==> config.mk <==
export PLATFORM = sky130hd
export DESIGN_NAME = chenc_outq
export DESIGN_NICKNAME = d
export VERILOG_FILES = /design/src/hw/rtl/chenc_pkg.sv /design/src/hw/rtl/chenc_outq.sv
export SDC_FILE = /design/constraint.sdc
export NUM_CORES = 1
export LEC_CHECK = 0
export BUFFER_PORTS_ARGS = -buffer_cell sky130_fd_sc_hd__buf_2
export CAP_MARGIN = 10
export CORE_MARGIN = 1.5
export CORE_UTILIZATION = 48
export CTS_CLUSTER_SIZE = 28
export DETAILED_ROUTE_END_ITERATION = 10
export PLACE_DENSITY_LB_ADDON = 0.08
export SLEW_MARGIN = 10
export SYNTH_ARGS = -nofsm -noshare
export SYNTH_HDL_FRONTEND = slang
export SYNTH_SLANG_ARGS = --single-unit
==> constraint.sdc <==
create_clock -name clk -period 2.1 [get_ports clk]
set_input_delay 0.21 -clock clk [delete_from_list [all_inputs] [get_ports clk]]
set_output_delay 0.21 -clock clk [all_outputs]
set_load 0.01 [all_outputs]
==> src/hw/rtl/chenc_pkg.sv <==
// shared types and constants of the canonical huffman encoder
`default_nettype none

package chenc_pkg;

  localparam int SYMBOL_COUNT_DEF  = 256;
  localparam int MAX_CODE_BITS_DEF = 15;

  localparam int SYM_W  = 8;
  localparam int LEN_W  = 4;
  localparam int CODE_W = 15;
  localparam int PREV_W = 16;
  localparam int PEND_W = 7;
  localparam int CNT_W  = 3;
  localparam int BYTE_W = 8;
  localparam int ACC_W  = PEND_W + CODE_W;
  localparam int NBIT_W = 5;

  localparam int Q_DEPTH = 4;
  localparam int Q_PTR_W = 2;
  localparam int Q_LVL_W = 3;

  localparam logic [1:0] OP_LOAD   = 2'd0;
  localparam logic [1:0] OP_ENCODE = 2'd1;
  localparam logic [1:0] OP_FLUSH  = 2'd2;
  localparam logic [1:0] OP_CLEAR  = 2'd3;

  typedef struct packed {
    logic              valid;
    logic [1:0]        opcode;
    logic              hit;
    logic [CODE_W-1:0] code;
    logic [LEN_W-1:0]  length;
  } stage_t;

  typedef struct packed {
    logic [BYTE_W-1:0] out_byte;
    logic              last_of_run;
    logic              final_byte;
  } result_t;

  typedef struct packed {
    logic [1:0] count;
    result_t    res0;
    result_t    res1;
  } push_t;

endpackage

`default_nettype wire

==> src/hw/rtl/chenc_outq.sv <==
// output queue: takes up to two bytes per cycle, hands out one per cycle when popped
`default_nettype none

module chenc_outq import chenc_pkg::*; (
  input  wire logic        clk,
  input  wire logic        rst,
  input  push_t            push,
  input  wire logic        pop,
  output result_t          head,
  output logic             not_empty,
  output logic             room,
  output logic [Q_LVL_W-1:0] level
);

  result_t              slots [Q_DEPTH];
  logic [Q_PTR_W-1:0]   rptr;
  logic [Q_PTR_W-1:0]   wptr;
  logic [Q_LVL_W-1:0]   count;
  logic [Q_LVL_W-1:0]   count_next;

  assign count_next = count + Q_LVL_W'(push.count) - Q_LVL_W'(pop);
  assign head       = slots[rptr];
  assign not_empty  = count != '0;
  assign room       = count <= Q_LVL_W'(Q_DEPTH - 2);
  assign level      = count;

  always_ff @(posedge clk) begin
    if (push.count != 2'd0) begin
      slots[wptr] <= push.res0;
    end
    if (push.count == 2'd2) begin
      slots[wptr + Q_PTR_W'(1)] <= push.res1;
    end
  end

  always_ff @(posedge clk) begin
    if (rst) begin
      rptr  <= '0;
      wptr  <= '0;
      count <= '0;
    end else begin
      rptr  <= rptr + Q_PTR_W'(pop);
      wptr  <= wptr + Q_PTR_W'(push.count);
      count <= count_next;
    end
  end

endmodule

`default_nettype wire
* After elaboration in Yosys (flattened, before gate mapping)
Memory sizes are Yosys's and may differ from the RTL's. A register that Yosys moved wholly into a read port is not among the register bits.
Cells that the tools add are included.
** Storage, ports and cells
- Output and inout port bits :: 15
- Bits in registers :: 7
- Logic and storage cells :: 18
- Memories kept :: 1
- Input port bits :: 25
- Bits in writable memories :: 40
** Cells by class
- Reduce and logical (&&, ||, !) cells :: 2
- Eq/ne operators :: 1
- Add/sub/neg operators :: 5
- Magnitude comparators :: 1
- Multiplexer cells :: 5
** Memories
- slots :: words 4, width 10, read ports 1, clocked after memory_dff 1, write ports 2, line chenc_outq.sv:15 : result_t slots [Q_DEPTH];
** Operators with widths (number)
- 1-bit two-way mux :: 4
- 3-bit by 2-bit adder with 3-bit output :: 1
- 3-bit by 2-bit less-or-equal comparator with 1-bit output (second input constant) :: 1
- 3-bit nonzero test :: 1
- 3-bit by 1-bit subtractor with 3-bit output :: 1
- 2-bit by 1-bit adder with 2-bit output :: 1
- 2-bit by 1-bit adder with 2-bit output (second input constant) :: 1
- 2-bit adder :: 1
- 2-bit equality test (second input constant) :: 1
- 2-bit two-way mux :: 1
- 2-bit nonzero test :: 1

* Depth between registers and ports, before layout
Gate-level depths: netlist of the first run.
- Depth in word-level cells :: 3
- Mapped depth :: 7
- Depth with buffers taken out :: 7

* Worst setup path before layout of the first run
No wires, ideal clock.
- Path kind :: register to register
- From :: register wptr[1]
- To :: memory slots[0][0] in the netlist's numbering, enable pin
- Cell stages (with the launch flop) :: 3
- Setup slack :: 0.406 ns
- Buffers on the path :: 1
- Library setup time :: 0.393 ns
- Arrival time :: 1.300 ns
- Data required time :: 1.707 ns
- Period minus slack after synthesis :: 1.694 ns
- Cells stage by stage :: dfxtp_1 buf_6 o31ai_1
** RTL lines
- from (decl) :: line chenc_outq.sv:17 : logic [Q_PTR_W-1:0] wptr;
- from (signal assigned) :: line chenc_outq.sv:43 : wptr <= wptr + Q_PTR_W'(push.count);
- to (decl) :: line chenc_outq.sv:15

==> parameters.txt, run 1 <==
Parameter                              Value

Die
  X dimension of the die    75.4 µm
  Starting utilization of the core area    49.6%
  Full die area    5690 µm²
  Area of the core region    5070 µm²
  Height of the die    75.4 µm
  Std cell rows    26
  Top Ports    40

Placed design
  Number of I/O port buffers    39
  Setup WS pre-CTS    0.416 ns
  Detailed placement HPWL    3.48 mm
  Number of placed cells counting well taps    258
  Routability cong.    0.748

Detailed routing
  Met2 routed wirelength    2.45 mm
  Met3 WL post-DR    143 µm
  Met1 WL    1.94 mm
  Pre-Repair DR Iteration Count    4
  Vias per std cell    5.23
  Aggregate routed wire length    4.62 mm
  Uppermost layer routed    met4
  Average wire per standard cell    17.4 µm
  Via count    1392
  Iter 0 DRT Violations    36
  Antenna violation net count after detailed routing    0
  DR DRC count    0

STA
  Post-layout worst setup margin    0.370 ns
  Setup repair after global routing missed its margin    no
  Transition time at the pin with the least slew margin    0.351 ns
  Number of max-slew violations in the final report    0
  Part of the cycle the worst path needs    82.4%
  Final Skew    0.00764 ns
  Time the final worst path needs with I/O delays and setup    1.73 ns
  TNS Setup    0 ns
  Worst slew margin relative to its limit    76.6%
  Total setup violations reported at the end of the flow    0
  Fin. Hold Viols    0
  Highest Clock Rate    0.578 GHz

Finish
  Fraction of layout cells with a size suffix above 1    54.1%
  Most used cells in the layout excluding fill and tap cells    40 x sky130_fd_sc_hd__edfxtp_1, 39 x sky130_fd_sc_hd__buf_2, 28 x sky130_fd_sc_hd__mux2_4
  Area growth from synthesis to layout    17.5%
  Most common cell after layout, fill and taps aside    sky130_fd_sc_hd__edfxtp_1
  ANT cells    0
  Number of nets in the final layout    226
  Post-route insts no fill    266

CTS
  Clock tree from TritonCTS    built
  Number of buffers on the longest clock path    2
  Setup bufs post-CTS    0
  Root buffer cell    sky130_fd_sc_hd__clkbuf_8
  H-tree level count    2
  Gates resized, CTS repair    0
  Hold_buf cts    0
  Number of buffers added by the clock tree synthesis step    5
  Clock tree sinks    47
  Clock-pin slew reported for the worst setup and hold paths after clock tree synthesis    0.08 ns
  Clock latency on the worst-skew pair    0.29 ns

Setup path
  Largest fanout on the critical path    7
  Crit start category    register
  Cells traversed along the worst timing path    buf_4, mux4_2, buf_2
  Critical Path Max Stage Delay    0.53 ns
  Required time worst endpoint    1.89 ns
  Arrival time of the worst setup path    1.52 ns
  Type of the worst setup path    reg2out
  Cell at the slowest stage of the critical path    sky130_fd_sc_hd__mux4_2
  Crit end category    primary output

Logic synthesis
  Yosys top cell area share    47.7%
  Count of yosys warnings during synthesis    0
  Gate count after technology mapping    140
  Count of flip-flops with a built-in enable after synthesis    40
  Combined area of all synthesized cells    2520 µm²
  Syn nets    171
  Synth area leader    sky130_fd_sc_hd__edfxtp_1
  Async set or reset register ratio after synthesis    0%
  Sequential element share of the synthesized area    53.3%
  Main flop type after synthesis    sky130_fd_sc_hd__edfxtp_1
  Mapped Avg Cell Area    18.0 µm²
  Count of unique library cells instantiated by Yosys    26
  Cell types with the largest area share after synthesis    sky130_fd_sc_hd__edfxtp_1 48%, sky130_fd_sc_hd__mux2_4 17%, sky130_fd_sc_hd__mux4_2 9.0%, sky130_fd_sc_hd__dfxtp_1 5.6%, sky130_fd_sc_hd__mux2_1 4.5%
  #FFs+latches synth    47

Min path
  Min-delay worst type    in2reg

Global route
  Number of global-route vias before repair    1436
  GR Util All Layers    17.6%
  Sum of overflow across all layers after global routing    0
  Pin count of the biggest net entering global routing    14
  Wire length of the first global-routing pass    6.98 mm
  Antenna violations before repair    0

Pwr
  Overall power    2.28 mW
  Peak VDD IR    0.513 mV
  Pwr Density    772 nW/µm²
  Leakage power summed over all cells    1.21 nW

Run status
  Status    finished clean

Run
  MaxCap Viol Count    0
==> logic make-up after synthesis <==
kind of cell    after synthesis  share of synthesized area [%]
buf+inv                      14                           3.83
flops                        47                           53.3
mux                          51                           31.4
fa+ha+maj                     6                           3.28
xor+xnor                      3                           2.14
compound gates                4                           1.19
simple gates                 15                           4.82
==> layer usage <==
| layer | track usage [%] | vias up |
|---|---|---|
| met3 | 3.17 | 8 |
| met1 | 20.6 | 700 |
| met4 | 8.13 | 0 |
| met5 | 0 | - |
| li1 | - | 655 |
| met2 | 31.4 | 29 |
==> where the power goes <==
part | internal [mW] | switching, mW | total [mW]
clock | 0.234 | 0.282 | 0.516
sequential | 1.14 | 0.0525 | 1.19
combinational | 0.320 | 0.254 | 0.575
total | 1.69 | 0.589 | 2.28
==> cells in the mapped netlist (2+ instances only) <==
library cell               count
sky130_fd_sc_hd__mux4_2       10
sky130_fd_sc_hd__mux2_1       10
sky130_fd_sc_hd__nor2b_1       5
sky130_fd_sc_hd__nor2_1        5
sky130_fd_sc_hd__inv_1         6
sky130_fd_sc_hd__buf_6         5
sky130_fd_sc_hd__xnor3_1       2
sky130_fd_sc_hd__dfxtp_1       7
sky130_fd_sc_hd__ha_1          5
sky130_fd_sc_hd__mux2_2        2
sky130_fd_sc_hd__mux2_4       28
sky130_fd_sc_hd__buf_2         2
sky130_fd_sc_hd__edfxtp_1     40
==> worst paths after layout <==
path	cells after the start	slack, ns	start	end
min	2	0.16	rst	level[2]$_SDFF_PP0_
max reg2reg	4	0.42	wptr[0]$_SDFF_PP0_	slots[2][0]$_DFFE_PP_
min reg2reg	2	0.65	rptr[1]$_SDFF_PP0_	rptr[1]$_SDFF_PP0_
max	3	0.37	rptr[0]$_SDFF_PP0_	head[9]
==> flip-flops by register name, summed over array words and instances, names as in the netlist <==
name,cells
rptr,2
slots,40
wptr,2
level,3
==> through the flow <==
step | util [%] | hold slack, ns | instance area, µm²
after floorplan | - | 0.282 | 2520
after global placement | 56.6 | 0.469 | 2870
after detailed placement | 56.6 | 0.477 | 2870
after CTS | 58.2 | 0.157 | 2960
after global routing | 58.2 | 0.182 | 2960
final | 58.2 | 0.163 | 2960
==> worst max-delay path, delay by kind of cell (launching register included) <==
kind,cells,cell delay [ns]
buffers and inverters,2,0.36
multiplexers,1,0.53
flip-flops,1,0.34
==> layout make-up <==
class / count / area [µm²]
fill: 424 / 2120
timing repair buffer: 56 / 335
multi-input combinational: 79 / 1090
inverter: 6 / 22.5
sequential: 47 / 1340
tap: 70 / 87.6
clock inverter: 1 / 5.00
clock buffer: 7 / 76.3
Power figures use the tool's default switching activity.
==> run 2, diff against run 1 <==
Clock period 2.1 ns to 1.65 ns, I/O delays scaled along.
==> parameters.txt, run 2 (synthesized netlist as in run 1, its figures left out) <==
Parameter                              Value

Finish
  Fraction of layout cells with a size suffix above 1    59.7%
  Most common cell after layout, fill and taps aside    sky130_fd_sc_hd__edfxtp_1
  Number of nets in the final layout    236
  Post-route cell area    3160 µm²
  ANT cells    0
  Most used cells in the layout excluding fill and tap cells    40 x sky130_fd_sc_hd__edfxtp_1, 33 x sky130_fd_sc_hd__buf_2, 28 x sky130_fd_sc_hd__mux2_4
  Biggest register    slots
  Area growth from synthesis to layout    25.5%
  Final design utilization    62.2%
  Max reg flops    40

Pwr
  Overall power    3.18 mW
  Peak VDD IR    0.517 mV
  Pwr Density    1010 nW/µm²
  Leakage power summed over all cells    1.30 nW

CTS
  Root buffer cell    sky130_fd_sc_hd__clkbuf_8
  Clock latency on the worst-skew pair    0.30 ns
  Hold_buf cts    0
  Clock tree from TritonCTS    built
  Number of buffers on the longest clock path    2
  H-tree level count    2
  Number of buffers added by the clock tree synthesis step    5
  Clock tree sinks    47
  Clock-pin slew reported for the worst setup and hold paths after clock tree synthesis    0.09 ns

Die
  Height of the die    75.4 µm
  Area of the core region    5070 µm²
  Starting utilization of the core area    49.6%
  Full die area    5690 µm²
  X dimension of the die    75.4 µm
  Std cell rows    26
  Top Ports    40

Setup path
  Cell at the slowest stage of the critical path    sky130_fd_sc_hd__mux4_2
  Largest fanout on the critical path    8
  Register-to-register setup slack    0.06 ns
  Worst R2R End    slots[2][5]$_DFFE_PP_
  Arrival time of the worst setup path    1.47 ns
  Beginning of the worst register-to-register path    wptr[0]$_SDFF_PP0_
  Critical Path Max Stage Delay    0.52 ns
  Type of the worst setup path    reg2out
  Required time worst endpoint    1.48 ns
  Timing startpoint of the critical path    rptr[0]$_SDFF_PP0_
  Worst Reg2Reg Path Length in Cells    5
  Critical Path Sink    head[9]
  CP Depth    3
  Cell type group with the largest total delay on the critical path    multiplexers
  Crit start category    register
  Buf+Inv Stages, Crit Path    2
  Cells traversed along the worst timing path    buf_12, mux4_2, buf_6
  Crit end category    primary output

Placed design
  Setup WS pre-CTS    0.00282 ns
  Number of I/O port buffers    39
  Detailed placement HPWL    3.52 mm
  Post-placement cell area    2940 µm²
  Routability cong.    0.761

STA
  Total setup violations reported at the end of the flow    0
  Highest Clock Rate    0.611 GHz
  Worst slew margin relative to its limit    56.4%
  Post-layout worst setup margin    0.0140 ns
  Transition time at the pin with the least slew margin    0.653 ns
  Part of the cycle the worst path needs    99.1%
  Number of max-slew violations in the final report    0
  Setup repair after global routing missed its margin    yes
  Time the final worst path needs with I/O delays and setup    1.64 ns
  Final Skew    0.00775 ns
  Fin. Hold Viols    0

Run
  MaxCap Viol Count    0

Run status
  Status    finished clean

Detailed routing
  Vias per std cell    5.14
  Pre-Repair DR Iteration Count    4
  Antenna violation net count after detailed routing    0
  Average wire per standard cell    17.1 µm
  DR DRC count    0
  Aggregate routed wire length    4.73 mm
  Via count    1420
  Iter 0 DRT Violations    79

Min path
  Min-delay worst type    in2reg

Global route
  Number of global-route vias before repair    1491
  Pin count of the biggest net entering global routing    15
  Antenna violations before repair    0
  Wire length of the first global-routing pass    7.25 mm
  GR Util All Layers    17.9%
  Sum of overflow across all layers after global routing    0
-- run 2: worst reg2reg max path, stage by stage, from the launching register on --
cell and delay [ns]:
sky130_fd_sc_hd__dfxtp_2 0.37, sky130_fd_sc_hd__buf_4 0.13, sky130_fd_sc_hd__nor4bb_4 0.29, sky130_fd_sc_hd__buf_6 0.19, sky130_fd_sc_hd__a21o_1 0.17, sky130_fd_sc_hd__buf_12 0.15
-- run 2: cell type report --
class / count / area [µm²]
fill: 411 / 1920
multi-input combinational: 79 / 1110
inverter: 6 / 22.5
clock buffer: 5 / 68.8
sequential: 47 / 1350
tap: 70 / 87.6
timing repair buffer: 66 / 475
clock inverter: 3 / 38.8
-- run 2: worst min-delay path by stage --
stage | start | end | cells after the start
floorplan | rst | level[0]$_SDFF_PP0_ | 1
global placement | rst | rptr[1]$_SDFF_PP0_ | 2
detailed placement | rst | wptr[1]$_SDFF_PP0_ | 2
CTS | rst | level[0]$_SDFF_PP0_ | 2
global route | rst | wptr[1]$_SDFF_PP0_ | 2
finish | rst | wptr[1]$_SDFF_PP0_ | 2
-- run 2: metal layers --
layer | vias up | part of all wire [%] | GRT usage (%)
li1 | 670 | - | -
met1 | 712 | 43 | 21.6
met2 | 32 | 53 | 32.5
met3 | 6 | 3.2 | 3.97
met4 | 0 | 1.1 | 4.76
met5 | - | 0 | 0
-- run 2: per-stage QoR --
step	hold slack (ns)	std cells	setup TNS (ns)
detailed placement	0.431	266	0
global placement	0.422	266	0
floorplan	0.237	140	0
CTS	0.102	275	-0.0524
finish	0.0970	276	0
global route	0.104	276	-0.170
-- run 2: what timing repair did --
item,4_1_cts,5_1_grt
endpoints found under the setup margin,19,56
gates resized for setup,9,13
setup buffers,1,2
pin swaps,1,1
gates cloned,0,0
-- run 2: report_power, final --
| part | leakage, nW | switching, mW | internal (mW) |
|---|---|---|---|
| clock network | 0.0556 | 0.382 | 0.444 |
| logic | 0.812 | 0.352 | 0.490 |
| registers | 0.435 | 0.0607 | 1.45 |
