[src/hw/rtl/chenc_pkg.sv]
// shared types and constants of the canonical huffman encoder
`default_nettype none

package chenc_pkg;

  localparam int SYMBOL_COUNT_DEF  = 256;
  localparam int MAX_CODE_BITS_DEF = 15;

  localparam int SYM_W  = 8;
  localparam int LEN_W  = 4;
  localparam int CODE_W = 15;
  localparam int PREV_W = 16;
  localparam int PEND_W = 7;
  localparam int CNT_W  = 3;
  localparam int BYTE_W = 8;
  localparam int ACC_W  = PEND_W + CODE_W;
  localparam int NBIT_W = 5;

  localparam int Q_DEPTH = 4;
  localparam int Q_PTR_W = 2;
  localparam int Q_LVL_W = 3;

  localparam logic [1:0] OP_LOAD   = 2'd0;
  localparam logic [1:0] OP_ENCODE = 2'd1;
  localparam logic [1:0] OP_FLUSH  = 2'd2;
  localparam logic [1:0] OP_CLEAR  = 2'd3;

  typedef struct packed {
    logic              valid;
    logic [1:0]        opcode;
    logic              hit;
    logic [CODE_W-1:0] code;
    logic [LEN_W-1:0]  length;
  } stage_t;

  typedef struct packed {
    logic [BYTE_W-1:0] out_byte;
    logic              last_of_run;
    logic              final_byte;
  } result_t;

  typedef struct packed {
    logic [1:0] count;
    result_t    res0;
    result_t    res1;
  } push_t;

endpackage

`default_nettype wire

[src/hw/rtl/chenc_packer.sv]
// bit packer: appends codes to the pending bits and forms output bytes
`default_nettype none

module chenc_packer import chenc_pkg::*; (
  input  wire logic clk,
  input  wire logic rst,
  input  wire logic fire,
  input  stage_t    stage,
  output push_t     push
);

  logic [PEND_W-1:0] pending_bits;
  logic [CNT_W-1:0]  pending_count;
  logic              bits_since_flush;

  logic [PEND_W-1:0] pending_bits_next;
  logic [CNT_W-1:0]  pending_count_next;
  logic              bits_since_flush_next;

  logic [ACC_W-1:0]  acc;
  logic [NBIT_W-1:0] n_total;
  logic [NBIT_W-1:0] n_rest;
  logic [ACC_W-1:0]  rest_mask;
  logic [ACC_W-1:0]  byte0_sh;
  logic [ACC_W-1:0]  byte1_sh;
  logic [CODE_W-1:0] flush_sh;

  always_comb begin
    acc       = (ACC_W'(pending_bits) << stage.length) | ACC_W'(stage.code);
    n_total   = NBIT_W'(pending_count) + NBIT_W'(stage.length);
    byte0_sh  = acc >> (n_total - NBIT_W'(8));
    byte1_sh  = acc >> (n_total - NBIT_W'(16));
    n_rest    = (n_total >= NBIT_W'(16)) ? (n_total - NBIT_W'(16))
              : (n_total >= NBIT_W'(8))  ? (n_total - NBIT_W'(8)) : n_total;
    rest_mask = (ACC_W'(1) << n_rest) - ACC_W'(1);
    flush_sh  = CODE_W'(pending_bits) << (LEN_W'(8) - LEN_W'(pending_count));

    pending_bits_next     = pending_bits;
    pending_count_next    = pending_count;
    bits_since_flush_next = bits_since_flush;
    push                  = '0;

    if (fire) begin
      case (stage.opcode)
        OP_ENCODE: begin
          if (stage.hit) begin
            pending_bits_next     = PEND_W'(acc & rest_mask);
            pending_count_next    = CNT_W'(n_rest);
            bits_since_flush_next = 1'b1;
            if (n_total >= NBIT_W'(16)) begin
              push.count         = 2'd2;
              push.res0.out_byte = byte0_sh[BYTE_W-1:0];
              push.res1.out_byte = byte1_sh[BYTE_W-1:0];
              push.res1.last_of_run = 1'b1;
            end else if (n_total >= NBIT_W'(8)) begin
              push.count            = 2'd1;
              push.res0.out_byte    = byte0_sh[BYTE_W-1:0];
              push.res0.last_of_run = 1'b1;
            end
          end
        end
        OP_FLUSH: begin
          if ((pending_count != '0) || !bits_since_flush) begin
            push.count            = 2'd1;
            push.res0.out_byte    = flush_sh[BYTE_W-1:0];
            push.res0.last_of_run = 1'b1;
            push.res0.final_byte  = 1'b1;
          end
          pending_bits_next     = '0;
          pending_count_next    = '0;
          bits_since_flush_next = 1'b0;
        end
        default: begin
        end
      endcase
    end
  end

  always_ff @(posedge clk) begin
    if (rst) begin
      pending_bits     <= '0;
      pending_count    <= '0;
      bits_since_flush <= 1'b0;
    end else begin
      pending_bits     <= pending_bits_next;
      pending_count    <= pending_count_next;
      bits_since_flush <= bits_since_flush_next;
    end
  end

endmodule

`default_nettype wire

[config.mk]
export PLATFORM = sky130hd
export DESIGN_NAME = chenc_packer
export DESIGN_NICKNAME = d
export VERILOG_FILES = /design/src/hw/rtl/chenc_pkg.sv /design/src/hw/rtl/chenc_packer.sv
export SDC_FILE = /design/constraint.sdc
export NUM_CORES = 1
export LEC_CHECK = 0
export ABC_AREA = 1
export ABC_CLOCK_PERIOD_IN_PS = 9500
export BUFFER_PORTS_ARGS = -buffer_cell sky130_fd_sc_hd__buf_4
export CORE_AREA = 2 2 86 88
export CTS_BUF_LIST = sky130_fd_sc_hd__clkbuf_16
export DETAILED_ROUTE_END_ITERATION = 8
export DIE_AREA = 0 0 88 90
export GPL_TIMING_DRIVEN = 0
export PLACE_DENSITY = 0.58
export SLEW_MARGIN = 20
export SYNTH_ARGS = -nofsm -noshare
export SYNTH_HDL_FRONTEND = slang
export SYNTH_SLANG_ARGS = --single-unit
[constraint.sdc]
create_clock -name clk -period 9.5 [get_ports clk]
set_clock_uncertainty 0.1 [all_clocks]
set_input_delay 1.9 -clock clk [delete_from_list [all_inputs] [get_ports clk]]
set_output_delay 1.9 -clock clk [all_outputs]
set_load 0.01 [all_outputs]
Yosys cells after proc, flatten, opt, wreduce, memory -nomap -nowiden

Cells that the tools add are included.

Bits in registers: 11
Latch bits: 0
RAM bits: 0
Memory bits (read-only): 0
Bits of input ports: 26
Output and inout port bits: 22
Logic and storage cells: 44
Memories kept: 0

Add/sub/neg operators: 5
Multiply operators: 0
Divide/modulo/power cells: 0
Magnitude comparators: 2
Eq/ne operators: 3
Shift operators: 5
Muxes and demuxes: 19
Bitwise operators: 2
Reduce and logical (&&, ||, !) cells: 5

Operator list:

| cell                                                 | number |
|---|---|
| >> shifter 22 x 5 -> 8 bit                           | 2 |
| two-way mux 9 bit                                    | 3 |
| two-way mux 11 bit                                   | 2 |
| bitwise OR 22 x 15 -> 22 bit                         | 1 |
| case mux 11 bit (2 select lines)                     | 1 |
| left shift 7 x 4 -> 22 bit                           | 1 |
| two-way mux 21 bit                                   | 1 |
| two-way mux 10 bit                                   | 2 |
| case mux 7 bit (2 select lines)                      | 1 |
| two-way mux 5 bit                                    | 2 |
| left shift 7 x 4 -> 8 bit                            | 1 |
| bitwise AND 7 bit                                    | 1 |
| two-way mux 7 bit                                    | 1 |
| left shift 1 x 5 -> 7 bit (first input constant)     | 1 |
| subtractor 7 x 2 -> 7 bit (second input constant)    | 1 |
| case mux 3 bit (2 select lines)                      | 1 |
| adder 3 x 4 -> 5 bit                                 | 1 |
| >= comparator 5 x 4 -> 1 bit (second input constant) | 1 |
| >= comparator 5 bit (second input constant)          | 1 |
| subtractor 5 x 4 -> 5 bit (second input constant)    | 1 |
| subtractor 5 bit (second input constant)             | 1 |
| subtractor 4 x 3 -> 4 bit (first input constant)     | 1 |
| two-way mux 1 bit                                    | 3 |
| two-way mux 3 bit                                    | 1 |
| 9 further kinds                                      | 9 |

Longest topological paths before layout

Gate-level depths: netlist (run 1).

Depth in word-level cells: 9
Gate-level depth with buffers: 20
Mapped depth without buffers: 19

Least setup slack after synthesis (run 1)

No wires, ideal clock.

Path kind: input to output
Start point: input stage[2] (netlist name)
End point: output push[4] (netlist name)
Arrival: 4.068 ns
Data required time: 7.500 ns
Slack: 3.432 ns
Stages on the path: 15
Path buffers: 1
Cell sequence: ha_1 nand3_1 nand2_2 inv_4 nand2_2 nand2_4 inv_1 buf_4 ha_1 nand3_4 nand2_2 inv_1 nor2_1 inv_1 nor3_1

RTL lines:

| what               | line              | source |
|---|---|---|
| start: declaration | chenc_packer.sv:8 | `input stage_t stage,` |
| end: declaration   | chenc_packer.sv:9 | `output push_t push` |

==> results by group, run 1 <==
Run status
  • Outcome: finished, final reports clean

STA
  • Slew @ Worst Pin: 0.604 ns
  • Finish-stage setup viols: 0
  • Fin crit period: approximately 6.6 ns
  • Setup TNS: 0 ns
  • Fmax: around 0.15 GHz
  • Final Cycle Share: just under 70%
  • Max Slew Vio Count: 0
  • Final Hold Violating Endpoints: 0
  • Worst slew margin: 59.7%
  • Unrepaired setup endpoints after global routing: no

Setup path
  • Slowest cell on crit path: ha_1
  • CP Launch Type: primary input
  • Crit-path max FO: 10
  • Max incr delay on CP: approximately 0.35 ns
  • CP Cell Sequence: buf_4 > ha_1 > nand3_1 > nand2_2 > inv_4 > nand2_2 > nand2_4 > inv_1 > buf_4 > ha_1 > nand3_4 > nand2_2 > inv_1 > a21oi_2 > nand2_2 > inv_2 > nand3_1 > a21oi_1 > buf_4
  • Cell mode on critical path: nand2_2
  • Worst EP required: between 7 and 8 ns
  • Crit path kind: in2out
  • Endpoint class of the critical path: output pin
  • Crit path DAT: roughly 4.6 ns

Clocking
  • CTS Hold Bufs: 0
  • Reg clk slew, reported paths: 0.04 ns
  • Worst-skew pair later-pin latency: ~0.23 ns
  • Setup Buffers After CTS: 0
  • Num CTS Buffers: 3
  • CTS tree: yes
  • Clk buf depth: 2
  • Clk sinks: 11
  • H-tree depth: 1
  • CTS Root Cell: clkbuf_16
  • Post-CTS sizing: 0

Detailed routing
  • Drt drc: 0
  • Total Wirelength: ~11 mm
  • Iteration-0 DRC Markers: 375
  • Avg Vias per Cell: approximately 5.6
  • Antenna Nets Post-Route: 0
  • Pre-Repair DR Iteration Count: 5
  • WL/cell: between 15 and 20 µm
  • Via count: 3835

Finish
  • Commonest non-fill, non-tap cells in the layout: nand2_1 (150), nand3_1 (136), buf_4 (50)
  • Commonest non-fill, non-tap cell in the layout: nand2_1
  • Share of layout cells above drive strength 1: 16.7%
  • Nets: 619
  • Synthesis-to-finish area growth: 19.1%
  • Ant. Diodes: 0
  • Fin area: between 3000 and 4000 µm²
  • Filler instances: roughly 800

Yosys
  • EDFF count, synth: 0
  • Leading area contributor after synthesis: nand3_1
  • Seq/Total Area, Yosys: between 7 and 8%
  • Mapped Avg Cell Area: around 5.3 µm²
  • Library cells used by synthesis: between 40 and 50
  • Number of synthesized register bits: 11
  • Netlist Area Pre-Place: around 2800 µm²
  • Post-Syn Nets: ~570
  • Synth top area share: about 24%
  • Post-Syn Instances: roughly 530
  • Synth top area cells: nand3_1 (24%), nand2_1 (20%), dfxtp_1 (7.8%)
  • Yosys warning count: 0
  • Ys async rst share: 0%
  • Ys flop type: dfxtp_1

Global routing
  • Grt ovf: 0
  • Vias in the first global route: about 3600
  • Tot GR Track Use: about 29%
  • Antenna violations before repair: 0
  • Largest net degree at the start of global routing: 11
  • First-pass GRT wire length: 18.1 mm

Placed design
  • IO buf count: 45
  • Placed cell areas: approximately 3300 µm²
  • HPWL after DPL: 9.20 mm
  • Final Wtd Congestion: 0.961

Power and ir drop
  • Total design power: approximately 0.00026 W
  • P_leak: 1.59 nW
  • Pwr dens: roughly 76 nW/µm²
  • Worst VDD drop: roughly 0.12 mV

Floorplanning
  • I/O pin count: 48
  • Die ar.: about 8000 µm²
  • Die Ht: ~90 µm
  • FP Rows: 31
  • Core area: between 7000 and 8000 µm²
  • Initial Util: 40.2%
  • Die width: between 80 and 90 µm

Job
  • Reported max-cap violation count: 0

Min path
  • Worst Hold Class: reg2reg
## critical path: cells and delay by family
family / cells / cell delay (ns)
buffers and inverters: 7 / 0.95
adders and majority gates: 2 / 0.56
AOI/OAI and AO/OA: 2 / 0.26
and+or+nand+nor: 8 / 0.90
## metrics by stage
step | setup WS (ns) | utilization [%] | hold slack, ns | std cells
floorplan | 3.43 | - | 0.335 | 533
global placement | 2.96 | 46.8 | 0.358 | 677
detailed placement | 2.95 | 46.8 | 0.363 | 677
CTS | 2.94 | 47.9 | 0.369 | 681
global route | 2.67 | 47.9 | 0.387 | 681
finish | 2.92 | 47.9 | 0.371 | 681
## registers in the layout (all words and copies together), names as in the netlist
| register | count |
|---|---|
| bits_since_flush | 1 |
| pending_count | 3 |
| pending_bits | 7 |
## logic make-up (layout without fill, tap and decap cells)
family	after synthesis	in the layout	share of synthesized area [%]
AND/OR/NAND/NOR	358	358	59.4
AO/OA/AOI/OAI	66	66	13.9
buffers and inverters	83	132	12.7
other	1	1	0.133
multiplexers	4	4	1.42
flip-flops	11	11	7.80
adder cells (fa/ha/maj)	10	10	4.70
## path summary, 6_finish.rpt
check	endpoint	cells past startpoint	from	slack (ns)
max	push[18]	19	stage[2]	2.92
min	bits_since_flush$_SDFFE_PP0P_	2	bits_since_flush$_SDFFE_PP0P_	0.37
max reg2reg	pending_bits[6]$_SDFFE_PP0P_	20	pending_count[2]$_SDFFE_PP0P_	6.04
min reg2reg	bits_since_flush$_SDFFE_PP0P_	2	bits_since_flush$_SDFFE_PP0P_	0.37
## synthesized netlist by cell type, types with 2 or more instances
library cell,number
a21oi_1,39
a21oi_2,2
a31oi_1,3
buf_1,6
buf_2,11
buf_4,5
clkbuf_1,6
clkinv_1,2
dfxtp_1,11
ha_1,9
inv_1,46
inv_2,3
inv_4,2
mux2i_1,4
nand2_1,150
nand2_2,10
nand2_4,3
nand3_1,136
nand3b_1,2
nand4_1,24
nor2_1,20
nor2_2,3
nor3_1,5
o21ai_0,9
o21ai_1,3
or2_2,2
## routing by layer
layer / vias up / routed length (µm) / track usage [%]
met1: 1756 / 5080 / 41.7
met4: 0 / 284 / 8.46
li1: 1906 / - / -
met5: - / 0 / 0
met2: 153 / 5140 / 45.6
met3: 20 / 677 / 1.93
## cell type report
class                   instances  area (µm²)  share of cell area [%]
clock buffers                   3        75.1                    2.23
inverters                      54         209                    6.21
flip-flops and latches         11         220                    6.55
well taps                      99         124                    3.68
repair buffers                 45         338                    10.0
multi-input cells             439        2250                    66.8
clock inverters                 1        3.75                   0.112
plain buffers                  29         149                    4.43
## report_power, final
group | switching (W) | internal, W
sequential | 0.00000114 | 0.0000472
combinational | 0.0000900 | 0.0000438
clock | 0.0000181 | 0.0000550
total | 0.000109 | 0.000146
No activity file was read; power rests on OpenSTA's default activity.
==> run 2: changes to the inputs <==
--- a/config.mk
+++ b/config.mk
@@ -5,15 +5,15 @@
 export SDC_FILE = /design/constraint.sdc
 export NUM_CORES = 1
 export LEC_CHECK = 0
-export ABC_AREA = 1
-export ABC_CLOCK_PERIOD_IN_PS = 9500
+export ABC_AREA = 0
+export ABC_CLOCK_PERIOD_IN_PS = 6000
 export BUFFER_PORTS_ARGS = -buffer_cell sky130_fd_sc_hd__buf_4
-export CORE_AREA = 2 2 86 88
+export CORE_AREA = 2 2 94 96
 export CTS_BUF_LIST = sky130_fd_sc_hd__clkbuf_16
 export DETAILED_ROUTE_END_ITERATION = 8
-export DIE_AREA = 0 0 88 90
+export DIE_AREA = 0 0 96 98
 export GPL_TIMING_DRIVEN = 0
-export PLACE_DENSITY = 0.58
+export PLACE_DENSITY = 0.59
 export SLEW_MARGIN = 20
 export SYNTH_ARGS = -nofsm -noshare
 export SYNTH_HDL_FRONTEND = slang
==> constraint.sdc (replaced) <==
create_clock -name clk -period 6 [get_ports clk]
set_clock_uncertainty 0.1 [all_clocks]
set_input_delay 1.2 -clock clk [delete_from_list [all_inputs] [get_ports clk]]
set_output_delay 1.2 -clock clk [all_outputs]
set_load 0.01 [all_outputs]
==> results by group, run 2 <==
STA
  • Unrepaired setup endpoints after global routing: no
  • Finish-stage setup viols: 0 (unchanged)
  • WHS: 0.394 ns (+0.0234 ns)
  • Final Hold Violating Endpoints: 0 (unchanged)
  • Setup TNS: 0 ns (unchanged)
  • Fin crit period: approximately 5.7 ns
  • Fmax: 0.175 GHz
  • Final Cycle Share: between 90% and 100%
  • Max Slew Vio Count: 0 (unchanged)
  • Slew @ Worst Pin: 0.750 ns (+0.146 ns)
  • Worst slew margin: 49.4% (-10 points)

Power and ir drop
  • P_leak: 1.55 nW (-2.5%)
  • Worst VDD drop: 0.159 mV (+32%)
  • Pwr dens: 110 nW/µm² (+45%)

Setup path
  • Crit path DAT: 4.42 ns (-0.16 ns)
  • Crit path kind: in2out
  • Endpoint class of the critical path: output pin
  • CP Launch Type: primary input
  • Crit-path max FO: 10 (unchanged)
  • Worst EP required: 4.70 ns (-2.80 ns)

Global routing
  • Tot GR Track Use: 26.6% (-2.3 points)
  • GRT busiest layer: met2
  • Antenna violations before repair: 0 (unchanged)
  • M2 GR Usage: 42.5% (-3.1 points)
  • First-pass GRT wire length: 19.7 mm (+8.8%)
  • GRT met1 Usage: 38.4% (-3.3 points)
  • Largest net degree at the start of global routing: 11 (unchanged)
  • Grt ovf: 0 (unchanged)
  • Met3 Track Usage GR: 1.23% (-0.69 points)
  • Vias in the first global route: 3687 (+3.7%)

Yosys
  • Seq/Total Area, Yosys: 6.51% (-1.3 points)
  • Most instantiated cells after synthesis: nand2_1 (42), nor2_1 (42), a21oi_1 (26), inv_1 (18), nor3_1 (18)
  • Post-Syn Nets: 474 (-17%)
  • Leading area contributor after synthesis: mux4_2
  • Ys flop type: dfxtp_1
  • Synth top area cells: mux4_2 (6.7%), dfxtp_1 (6.5%), nand2_1 (4.7%)
  • EDFF count, synth: 0 (unchanged)
  • Yosys warning count: 0 (unchanged)
  • Mapped Avg Cell Area: 7.73 µm² (+46%)
  • Ys async rst share: 0% (unchanged)
  • Post-Syn Instances: 438 (-18%)
  • Synth top area share: 6.65% (-17 points)
  • Library cells used by synthesis: 87 (+100%)
  • Number of synthesized register bits: 11 (unchanged)
  • Netlist Area Pre-Place: 3380 µm² (+20%)

Detailed routing
  • Drt drc: 0 (unchanged)
  • Iteration-0 DRC Markers: 424 (+13%)
  • Total Wirelength: 12.4 mm (+11%)
  • Via count: 3917 (+2.1%)
  • WL/cell: 20.9 µm (+27%)
  • Antenna Nets Post-Route: 0 (unchanged)
  • Pre-Repair DR Iteration Count: 5 (unchanged)
  • Avg Vias per Cell: 6.58 (+17%)

Clocking
  • CTS tree: yes
  • Num CTS Buffers: 3 (unchanged)
  • Clk sinks: 11 (unchanged)
  • Setup Buffers After CTS: 0 (unchanged)
  • Clk buf depth: 2 (unchanged)
  • Worst-skew pair later-pin latency: 0.24 ns (about the same)
  • Reg clk slew, reported paths: 0.04 ns (about the same)
  • H-tree depth: 1 (unchanged)
  • CTS Root Cell: clkbuf_16

Finish
  • Synthesis-to-finish area growth: 16.5%
  • Max reg flops: 7 (unchanged)
  • Commonest non-fill, non-tap cell in the layout: buf_4
  • Ant. Diodes: 0 (unchanged)
  • Share of layout cells above drive strength 1: 25.9% (+9.2 points)
  • Commonest non-fill, non-tap cells in the layout: buf_4 (48), nor2_1 (42), nand2_1 (42)
  • Final Util: 46.6% (-1.4 points)
  • Top reg by flops: pending_bits
  • Regs by FF count: pending_bits (7), pending_count (3), bits_since_flush (1)
  • Nets: 524 (-15%)
  • Fin area: 3940 µm² (+17%)
  • Filler instances: 869 (+8.2%)

Floorplanning
  • Die ar.: 9410 µm² (+19%)
  • FP Rows: 34 (+9.7%)
  • Die Ht: 98 µm (+8.9%)
  • I/O pin count: 48 (unchanged)
  • Core area: 8470 µm² (+21%)
  • Initial Util: 40.0% (-0.25 points)
  • Die width: 96 µm (+9.1%)

Placed design
  • Placed cell areas: 3860 µm² (+17%)
  • HPWL after DPL: 9.87 mm (+7.2%)
  • Final Wtd Congestion: 0.894 (-6.9%)
  • IO buf count: 45 (unchanged)

Min path
  • Worst Hold Class: reg2reg

Job
  • Reported max-cap violation count: 0 (unchanged)

Run status
  • Outcome: finished, final reports clean
## run 2: cell count changes after synthesis, moves of 22 or more
cell     before  now
nand2_1     150   42
nand4_1      24    0
inv_1        46   18
nor2_1       20   42
nand3_1     136   14
## run 2: timing repair
| item | CTS | global route |
|---|---|---|
| endpoints found under the hold margin | 0 | 0 |
| hold buffers | 0 | 0 |
| gates resized for setup | 0 | 2 |
| endpoints found under the setup margin | 0 | 8 |
## run 2: final cells by class
type	instances	area, µm²	area share, %
clock buffers	3	75.1	1.90
clock inverters	1	5.00	0.127
inverters	18	67.6	1.71
multi-input cells	369	2780	70.5
repair buffers	45	338	8.57
plain buffers	40	322	8.16
well taps	108	135	3.43
flip-flops and latches	11	220	5.59
## run 2: report_power, final
group	internal (W)	switching, W	leakage [nW]
logic	0.0000935	0.000143	1.42
registers	0.0000745	0.00000132	0.0888
clock network	0.0000883	0.0000338	0.0409
total	0.000256	0.000178	1.55
## run 2: logic make-up after synthesis
| group | Yosys count | share of synthesized area (%) |
|---|---|---|
| xor gates and xnor gates | 6 | 1.55 |
| adders and majority gates | 10 | 3.92 |
| muxes | 44 | 18.2 |
| other | 1 | 0.111 |
| DFF | 11 | 6.51 |
| buffers and inverters | 58 | 11.5 |
| and+or+nand+nor | 158 | 23.2 |
| AOI/OAI and AO/OA | 150 | 35.0 |
## run 2: path summary, 6_finish.rpt
check | slack, ns | cells past startpoint | from | end
setup / recovery | 0.28 | 14 | stage[1] | push[16]
hold / removal | 0.39 | 2 | bits_since_flush$_SDFFE_PP0P_ | bits_since_flush$_SDFFE_PP0P_
setup reg to reg | 2.02 | 13 | pending_count[1]$_SDFFE_PP0P_ | pending_bits[6]$_SDFFE_PP0P_
hold reg to reg | 0.39 | 2 | bits_since_flush$_SDFFE_PP0P_ | bits_since_flush$_SDFFE_PP0P_
## run 2: metal layers
layer / vias up / part of all wire, % / routed length, µm
met1: 1888 / 44 / 5450
li1: 1784 / - / -
met5: - / 0 / 0
met2: 211 / 47 / 5790
met3: 34 / 6.8 / 846
met4: 0 / 2.6 / 325
## run 2: worst max-delay path: stages
cell	delay, ns
buf_4	0.13
ha_1	0.29
a21o_1	0.20
a21oi_1	0.45
xnor2_1	0.22
inv_1	0.17
buf_6	0.19
ha_1	0.32
clkbuf_1	0.28
a21oi_1	0.38
nand3_1	0.12
o22a_1	0.23
o211a_1	0.12
buf_4	0.14
## run 2: per-stage QoR
step                      power, W  std cells  setup slack (ns)
after CTS                 0.000430        595             0.109
after global routing      0.000456        595            0.0616
after floorplan           0.000239        438              1.03
after global placement    0.000306        591             0.155
final                     0.000434        595             0.282
after detailed placement  0.000306        591             0.129
==> run 3: changes to the inputs <==
--- a/config.mk
+++ b/config.mk
@@ -8,12 +8,12 @@
 export ABC_AREA = 0
 export ABC_CLOCK_PERIOD_IN_PS = 6000
 export BUFFER_PORTS_ARGS = -buffer_cell sky130_fd_sc_hd__buf_4
-export CORE_AREA = 2 2 94 96
+export CORE_AREA = 2 2 63 110
 export CTS_BUF_LIST = sky130_fd_sc_hd__clkbuf_16
 export DETAILED_ROUTE_END_ITERATION = 8
-export DIE_AREA = 0 0 96 98
+export DIE_AREA = 0 0 65 112
 export GPL_TIMING_DRIVEN = 0
-export PLACE_DENSITY = 0.59
+export PLACE_DENSITY = 0.74
 export SLEW_MARGIN = 20
 export SYNTH_ARGS = -nofsm -noshare
 export SYNTH_HDL_FRONTEND = slang
==> results by group, run 3 (synthesized netlist as in run 2, its figures left out) <==
Run status
  • Outcome: finished, final reports clean

Global routing
  • Largest net degree at the start of global routing: 11 (unchanged)
  • Antenna violations before repair: 0 (unchanged)
  • Vias in the first global route: 3935 (+6.7%)
  • First-pass GRT wire length: 21.1 mm (+6.9%)
  • Grt ovf: 0 (unchanged)
  • Tot GR Track Use: 37.7% (+11 points)

Finish
  • Commonest non-fill, non-tap cells in the layout: buf_4 (48), nor2_1 (42), nand2_1 (42)
  • Share of layout cells above drive strength 1: 25.7% (-0.21 points)
  • Commonest non-fill, non-tap cell in the layout: buf_4
  • Ant. Diodes: 0 (unchanged)
  • Fin area: 3910 µm² (-0.86%)
  • Regs by FF count: pending_bits (7), pending_count (3), bits_since_flush (1)
  • Nets: 524 (unchanged)
  • Top reg by flops: pending_bits
  • Synthesis-to-finish area growth: 15.5%
  • Non-filler instance count after layout: 569 (-4.4%)
  • Max reg flops: 7 (unchanged)

Clocking
  • CTS tree: yes
  • Clk buf depth: 2 (unchanged)
  • CTS Root Cell: clkbuf_16
  • Num CTS Buffers: 3 (unchanged)
  • Reg clk slew, reported paths: 0.04 ns (about the same)
  • Clk sinks: 11 (unchanged)
  • H-tree depth: 1 (unchanged)
  • Worst-skew pair later-pin latency: 0.24 ns (about the same)

Placed design
  • HPWL after DPL: 10.6 mm (+7.5%)
  • Placed cell areas: 3820 µm² (-0.84%)
  • Final Wtd Congestion: 0.952 (+6.4%)
  • Placed insts: 565 (-4.4%)
  • Setup WS pre-CTS: 0.161 ns (+0.0325 ns)
  • IO buf count: 45 (unchanged)

STA
  • Finish-stage setup viols: 0 (unchanged)
  • Final Cycle Share: 94.5% (-0.84 points)
  • Fin crit period: 5.67 ns (-0.0501 ns)
  • Unrepaired setup endpoints after global routing: no
  • Fmax: 0.176 GHz (+0.88%)
  • Max Slew Vio Count: 0 (unchanged)
  • Worst slew margin: 42.9% (-6.5 points)
  • Setup ws final: 0.332 ns (+0.0501 ns)
  • Setup TNS: 0 ns (unchanged)
  • Slew @ Worst Pin: 0.846 ns (+0.0967 ns)
  • Final Hold Violating Endpoints: 0 (unchanged)

Floorplanning
  • Core area: 6390 µm² (-24%)
  • I/O pin count: 48 (unchanged)
  • Die Ht: 112 µm (+14%)
  • FP Rows: 39 (+15%)
  • Initial Util: 52.9% (+13 points)
  • Die ar.: 7280 µm² (-23%)
  • Die width: 65 µm (-32%)

Detailed routing
  • Iteration-0 DRC Markers: 367 (-13%)
  • Drt drc: 0 (unchanged)
  • Total Wirelength: 13.3 mm (+6.9%)
  • Pre-Repair DR Iteration Count: 5 (unchanged)
  • Via count: 3900 (-0.43%)
  • Avg Vias per Cell: 6.85 (+4.1%)
  • WL/cell: 23.3 µm (+12%)
  • Antenna Nets Post-Route: 0 (unchanged)

Power and ir drop
  • P_leak: 1.55 nW (about the same)
  • Worst VDD drop: 0.211 mV (+33%)
  • Pwr dens: 111 nW/µm² (+0.49%)

Setup path
  • Worst EP required: 4.70 ns (about the same)
  • R2R depth: 13 (unchanged)
  • CP Launch Type: primary input
  • Endpoint class of the critical path: output pin
  • Crit path DAT: 4.37 ns (-0.05 ns)
  • Crit-path max FO: 10 (unchanged)
  • Crit path kind: in2out

Min path
  • Hold path depth: 2 (unchanged)
  • Worst Hold Class: reg2reg

Job
  • Reported max-cap violation count: 0 (unchanged)
## run 3: layout make-up
class                   count  area [µm²]
inverters                  18        67.6
multi-input cells         369        2780
clock inverters             1        3.75
clock buffers               3        75.1
fillers                   617        2480
plain buffers              40         322
well taps                  82         103
repair buffers             45         338
flip-flops and latches     11         220
## run 3: timing repair
item	in CTS	in global routing
hold buffers	0	0
buffers inserted	0	0
endpoints found under the setup margin	0	8
gates resized for setup	0	2
## run 3: worst paths after layout
kind	from	endpoint	slack, ns
worst max-delay path	stage[1]	push[17]	0.33
worst min-delay path	bits_since_flush$_SDFFE_PP0P_	bits_since_flush$_SDFFE_PP0P_	0.42
worst max register to register	pending_count[1]$_SDFFE_PP0P_	pending_bits[6]$_SDFFE_PP0P_	2.19
worst min register to register	bits_since_flush$_SDFFE_PP0P_	bits_since_flush$_SDFFE_PP0P_	0.42
## run 3: worst max-delay path, stage by stage
cell	delay (ns)
buf_4	0.10
inv_1	0.09
buf_2	0.24
fa_1	0.51
xnor2_1	0.26
clkbuf_1	0.50
clkbuf_1	0.47
nand3_1	0.18
a31oi_1	0.32
nor4_1	0.08
a211oi_1	0.24
buf_4	0.16
## run 3: where the power goes
part	internal, W	switching (W)
sequential	0.0000746	0.00000123
combinational	0.0000935	0.000144
clock	0.0000873	0.0000319
## run 3: routing by layer
metal  wire length (µm)  up-vias  GRT usage (%)  share of wire (%)
li1                   -     1782              -                  -
met1               4890     1839           42.5                 37
met2               6680      218           64.9                 50
met3                753       61           4.55                5.7
met4                947        0           24.4                7.1
met5                  0        -              0                  0
## run 3: stage by stage
step                      utilization [%]  power (W)  hold WS (ns)
final                                61.1   0.000433         0.419
after global routing                 61.1   0.000456         0.444
after CTS                            61.1   0.000426         0.414
after detailed placement             59.8   0.000307         0.393
after global placement               59.8   0.000305         0.385
after floorplan                         -   0.000239         0.352
